===== src/design/assert_macros.svh =====
`ifndef ASSERT_MACROS_SVH
`define ASSERT_MACROS_SVH

// checked only outside reset
`define ETRC_ASSERT(label, prop, msg) \
   label: assert property (@(posedge clock) disable iff (reset) prop) else $error(msg);

// checked at every edge, reset included
`define ETRC_ASSERT_ALWAYS(label, prop, msg) \
   label: assert property (@(posedge clock) prop) else $error(msg);

`endif


===== src/design/etrc_pkg.sv =====
`timescale 1ns / 1ps

package etrc_pkg;

   localparam int SAMPLE_BITS       = 12;
   localparam int DEF_BUFFER_DEPTH  = 4096;
   localparam int DEF_WINDOW_LENGTH = 128;
   localparam int QUEUE_DEPTH       = 4;
   localparam int CSR_ADDR_W        = 3;
   localparam int CSR_DATA_W        = 32;

   localparam logic FUNC_CAPTURE = 1'b1;

   typedef logic [SAMPLE_BITS-1:0] sample_type;

   typedef struct packed {
      logic       func;
      sample_type sample;
   } req_type;

   typedef struct packed {
      sample_type sample_first;
      sample_type sample_second;
      logic       trigger_found;
      logic       last;
   } rsp_type;

   // classified queue entry
   typedef struct packed {
      logic       capture;
      sample_type sample;
   } entry_type;

   typedef struct packed {
      sample_type level;
      logic       slope;
   } cfg_type;

endpackage


===== src/design/etrc_front.sv =====
`timescale 1ns / 1ps

module etrc_front (
   input  logic               clock,
   input  logic               reset,
   input  logic               req_valid,
   output logic               req_ready,
   input  etrc_pkg::req_type  req_data,
   output logic               q_valid,
   output etrc_pkg::entry_type q_data,
   input  logic               q_pop
);
   import etrc_pkg::*;

   localparam int QW = $clog2(QUEUE_DEPTH);

   entry_type        slot_ff [QUEUE_DEPTH];
   entry_type        entry_in;
   logic [QW-1:0]    wr_ptr_ff, wr_ptr_in;
   logic [QW-1:0]    rd_ptr_ff, rd_ptr_in;
   logic [QW:0]      count_ff, count_in;
   logic             push;
   logic             pop;

   // classify the beat
   always_comb begin
      entry_in.capture = (req_data.func == FUNC_CAPTURE);
      entry_in.sample  = entry_in.capture ? '0 : req_data.sample;
   end

   assign req_ready = (count_ff != (QW+1)'(QUEUE_DEPTH));
   assign push      = req_valid && req_ready;
   assign q_valid   = (count_ff != '0);
   assign pop       = q_pop && q_valid;
   assign q_data    = slot_ff[rd_ptr_ff];

   always_comb begin
      wr_ptr_in = push ? wr_ptr_ff + 1'b1 : wr_ptr_ff;
      rd_ptr_in = pop ? rd_ptr_ff + 1'b1 : rd_ptr_ff;
      count_in  = count_ff;
      if (push && !pop) begin
         count_in = count_ff + 1'b1;
      end else if (pop && !push) begin
         count_in = count_ff - 1'b1;
      end
   end

   always_ff @(posedge clock) begin
      if (reset) begin
         wr_ptr_ff <= '0;
         rd_ptr_ff <= '0;
         count_ff  <= '0;
      end else begin
         wr_ptr_ff <= wr_ptr_in;
         rd_ptr_ff <= rd_ptr_in;
         count_ff  <= count_in;
      end
   end

   always_ff @(posedge clock) begin
      if (push) begin
         slot_ff[wr_ptr_ff] <= entry_in;
      end
   end

endmodule


===== config.mk =====
export PLATFORM = sky130hd
export DESIGN_NAME = etrc_front
export DESIGN_NICKNAME = d
export VERILOG_FILES = /design/src/design/assert_macros.svh /design/src/design/etrc_pkg.sv /design/src/design/etrc_front.sv
export SDC_FILE = /design/constraint.sdc
export NUM_CORES = 1
export LEC_CHECK = 0
export ABC_AREA = 1
export BUFFER_PORTS_ARGS = -buffer_cell sky130_fd_sc_hd__buf_2
export CAP_MARGIN = 15
export CORE_MARGIN = 2
export CORE_UTILIZATION = 56
export CTS_BUF_LIST = sky130_fd_sc_hd__clkbuf_2 sky130_fd_sc_hd__clkbuf_4 sky130_fd_sc_hd__clkbuf_8
export CTS_CLUSTER_SIZE = 8
export DETAILED_ROUTE_END_ITERATION = 6
export PLACE_DENSITY = 0.77
export SLEW_MARGIN = 20
export SYNTH_ARGS = -nofsm -noshare
export SYNTH_HDL_FRONTEND = slang
export SYNTH_SLANG_ARGS = --single-unit

===== constraint.sdc =====
create_clock -name clock -period 4.3 [get_ports clock]
set_input_delay 0.43 -clock clock [delete_from_list [all_inputs] [get_ports clock]]
set_output_delay 0.43 -clock clock [all_outputs]
set_load 0.03 [all_outputs]

=== Word level (Yosys, flattened, before mapping) ===
Memory sizes are Yosys's and may differ from the RTL's. A register that Yosys moved wholly into a read port is not among the register bits.
Cells that the tools add are included.

* Register bits after elaboration: 7
* Memory bits (writable): 52
* Output and inout port bits: 15
* Memories: 1

{| class="wikitable"
|+ Memory list
! name !! words !! width !! rd ports !! clocked after Yosys merged registers in !! write ports !! line !! source
|-
| slot_ff || 4 || 13 || 1 || 1 || 1 || etrc_front.sv:17 || <nowiki>entry_type slot_ff [QUEUE_DEPTH];</nowiki>
|}

* $add $sub $neg: 4
* Equal/unequal tests: 1
* Muxes and demuxes: 7
* Reductions and logical operators: 8

{| class="wikitable"
|+ Operators with widths
! kind !! number
|-
| $mux 12 || 1
|-
| $mux 3 || 2
|-
| $add 2x1->2 const B || 2
|-
| $logic_and 1x1->1 || 4
|-
| $mux 2 || 2
|-
| $add 3x1->3 const B || 1
|-
| $ne 3x3->1 const B || 1
|-
| $reduce_bool 3->1 || 1
|-
| $sub 3x1->3 const B || 1
|-
| $logic_not 1->1 || 2
|-
| $mux 1 || 2
|-
| $reduce_bool 2->1 || 1
|}

=== Depth between registers and ports, before layout ===
* Depth in word-level cells: 6
* Depth in mapped cells: 13
* Depth with buffers taken out: 13

=== Worst setup path before layout ===
OpenSTA, ideal clock, no wires.

* Kind: register to register
* From: reg count_ff[1]
* To: reg count_ff[1]
* Library setup time: 116 ps
* Arrival time: 1614 ps
* Required time: 4184 ps
* Path slack: 2570 ps
* Cell stages (with the launch flop): 10
* Path buffers: 0
* Clock period less this slack: 1730 ps
* Cell sequence: dfxtp_1 > nor2_4 > nand2_4 > nand2_4 > inv_2 > ha_1 > inv_1 > fa_1 > o21ai_0 > nor2_1

* Elaborated cells between the ends (all ways): 13

{| class="wikitable"
|+ RTL lines
! element !! line !! source
|-
| from (decl) || etrc_front.sv:21 || <nowiki>logic [QW:0] count_ff, count_in;</nowiki>
|-
| from (signal assigned) || etrc_front.sv:56 || <nowiki>count_ff <= count_in;</nowiki>
|-
| $ne 3x3->1 || etrc_front.sv:31 || <nowiki>assign req_ready = (count_ff != (QW+1)'(QUEUE_DEPTH));</nowiki>
|-
| via req_ready || etrc_front.sv:7 || <nowiki>output logic req_ready,</nowiki>
|-
| $logic_and 1x1->1 || etrc_front.sv:32 || <nowiki>assign push = req_valid && req_ready;</nowiki>
|-
| via push || etrc_front.sv:22 || <nowiki>logic push;</nowiki>
|-
| $logic_and 1x1->1 || etrc_front.sv:41 || <nowiki>if (push && !pop) begin</nowiki>
|-
| $mux 3 || etrc_front.sv:41 ||
|-
| via count_in[1] || etrc_front.sv:21 ||
|}

The timed path passes the listed nets, and every way through them passes these cells. The select of a mux whose other input is x is not followed.
A chain may end at the register's enable or synchronous reset.

==> out/results.txt <==
Slowest-stage cell, CP -> dfxtp_1
Final std cells w/o fill -> 312
M3 GR Usage -> 5.49%
Hold path cells -> 2
Clk sink count -> 61
Diode count -> 0
Gr busiest metal -> met2
Most frequent cells in the layout -> edfxtp_1, nor2_1, buf_2
Width of the die -> 71.6 µm
Clock latency on the worst-skew pair -> 0.33 ns
Post-Route WL -> 4400 µm
Startpoint Class -> flip-flop
CP arrival -> 1.93 ns
CTS tree -> built
LEAKAGE -> 1.20 nW
Setup_tns -> 0 ns
Routed vias/inst -> 5.08
Main flop type after synthesis -> edfxtp_1
Final #Nets -> 278
Starting density of the core -> 58.4%
GPL Wtd Cong -> 0.768
Final Slew Violations -> 0
First-pass GRT wire length -> 6940 µm
Finished Cell Area -> 2970 µm²
Routed vias -> 1,585
Clock slew at reported path FFs -> 0.07 ns
PortBufs -> 31
CP bufs+invs -> 1
Routed WL per cell -> 14.1 µm
Post-synth ARST share -> 0%
Cell Chain, Critical Path -> o21ai_0 -> o22ai_1 -> buf_2
Synth Cell Area -> 2560 µm²
Sequential fraction of the synthesis area -> 68.0%
Io pins -> 32
Fmax -> 425 MHz
Global routing usage on met2 -> 29.9%
Register-to-Register Path Depth -> 13
Status -> complete, no violations
H-tree levels -> 3
Grt met1 use -> 22.9%
Endpoints failing setup -> 0
Worst Path Max Fanout -> 27
Proportion of layout cells with a drive suffix above 1 -> 23.5%
Die ar. -> 5130 µm²
Post-cts gate resize count -> 0
Post-synth cell types -> 22
Placement Rows -> 24
Max Cap Violations -> 0
Post-Place Cells -> 296
Mean Syn Cell Area -> 11.7 µm²
Number of CTS-inserted buffers -> 9
Delay-heaviest family, CP -> flip-flops
Gr ovfl total -> 0
Commonest non-fill, non-tap cell in the layout -> edfxtp_1
Fin crit period -> 2.36 ns
DRT iter0 DRCs -> 128
Skew final -> 0.00889 ns
Crit Path Category -> flip-flop to primary output
Max-slew headroom -> 41.6%
Gr usage total -> 18.5%
Post-route ant nets -> 0
Height of the die -> 71.6 µm
Vias in the first global route -> 1,584
Post-synth EDFFs -> 52
Hpwl dp -> 2710 µm
Syn_nets -> 242
Final Hold Fails -> 0
Area Overhead vs Synth -> 16.0%
Postcts setup bufs -> 0
Post-Place Cell Area -> 2730 µm²
Critical path depth in cells -> 3
VDD IR max -> 0.000373 V
Tcrit/Tclk final -> 54.8%
Pin count of the biggest net entering global routing -> 28
Yosys reg bits -> 61
Initial antenna violation count -> 0
Core area -> 4380 µm²
Root Buffer -> clkbuf_8
Yosys warnings -> 0
Critical Path Max Stage Delay -> 0.90 ns
CP Data Required Time -> 3.87 ns
DRC -> 0
RSZ-0062 raised after global routing -> no
CTS Buffer Depth -> 2
Cts-stage hold buffer count -> 0
Hold/Removal Path Class -> input pin to flip-flop
CP Capture Type -> primary output
P per Cell Area -> 650 nW/µm²
Slew @ Worst Pin -> 0.874 ns
Instance count of the mapped netlist -> 219
DRT Pass-1 Iters -> 4
[registers in the layout, summed over array words and instances (netlist names), named ones only]
register,count
slot_ff,52
wr_ptr_ff,2
count_ff,3
rd_ptr_ff,2
[routing by layer]
layer | share of wire, % | up-vias | wire, µm
li1 | - | 820 | -
met1 | 44 | 717 | 1950
met4 | 1.3 | 0 | 58
met3 | 4.8 | 6 | 211
met5 | 0 | - | 0
met2 | 50 | 42 | 2180
[kinds of logic after synthesis]
family	Yosys count	synth area share (%)
flip-flops	61	68.0
AND/OR/NAND/NOR	72	12.5
XOR/XNOR	1	0.342
adder cells (fa/ha/maj)	6	3.22
AO/OA/AOI/OAI	43	9.04
buffers and inverters	36	6.94
[metrics by stage]
| stage | worst slack [ns] | total power (W) | util, % | hold WS [ns] |
|---|---|---|---|---|
| floorplan | 2.57 | 0.00122 | - | 0.459 |
| global placement | 2.33 | 0.00133 | 62.2 | 0.484 |
| detailed placement | 2.29 | 0.00135 | 62.2 | 0.500 |
| CTS | 1.92 | 0.00194 | 67.7 | 0.299 |
| global route | 1.73 | 0.00203 | 67.8 | 0.310 |
| finish | 1.94 | 0.00193 | 67.8 | 0.308 |
[final cells by class]
cell class,instances,area [µm²]
Clock buffer,9,124
Clock inverter,7,114
Fill cell,320,1410
Inverter,28,110
Multi-Input combinational cell,122,647
Sequential cell,61,1740
Tap cell,52,65.1
Timing Repair Buffer,33,170
[synth_stat cells, types with 4 or more instances]
| master | count | share of area [%] |
|---|---|---|
| o21ai_1 | 7 | 1.4 |
| o22ai_1 | 13 | 3.2 |
| edfxtp_1 | 52 | 61 |
| nand2_1 | 10 | 1.5 |
| nand3_1 | 4 | 0.78 |
| o21ai_0 | 20 | 3.9 |
| ha_1 | 5 | 2.4 |
| dfxtp_1 | 9 | 7.0 |
| nor2_1 | 51 | 7.5 |
| nand2_4 | 4 | 1.8 |
| buf_6 | 4 | 1.8 |
| inv_1 | 24 | 3.5 |
[where the power goes]
part	internal (W)	total (W)	switching [W]
Clock	0.000382	0.000598	0.000216
Combinational	0.000166	0.000543	0.000377
Sequential	0.000726	0.000790	0.0000647
[final timing paths]
kind | from | end | slack, ns
setup / recovery | flip-flop | q_data[5] | 1.94
hold / removal | reset | rd_ptr_ff[0] | 0.31
setup reg to reg | count_ff[0] | count_ff[2] | 2.43
hold reg to reg | rd_ptr_ff[0] | rd_ptr_ff[0] | 0.51
(Power assumes the default switching activity.)
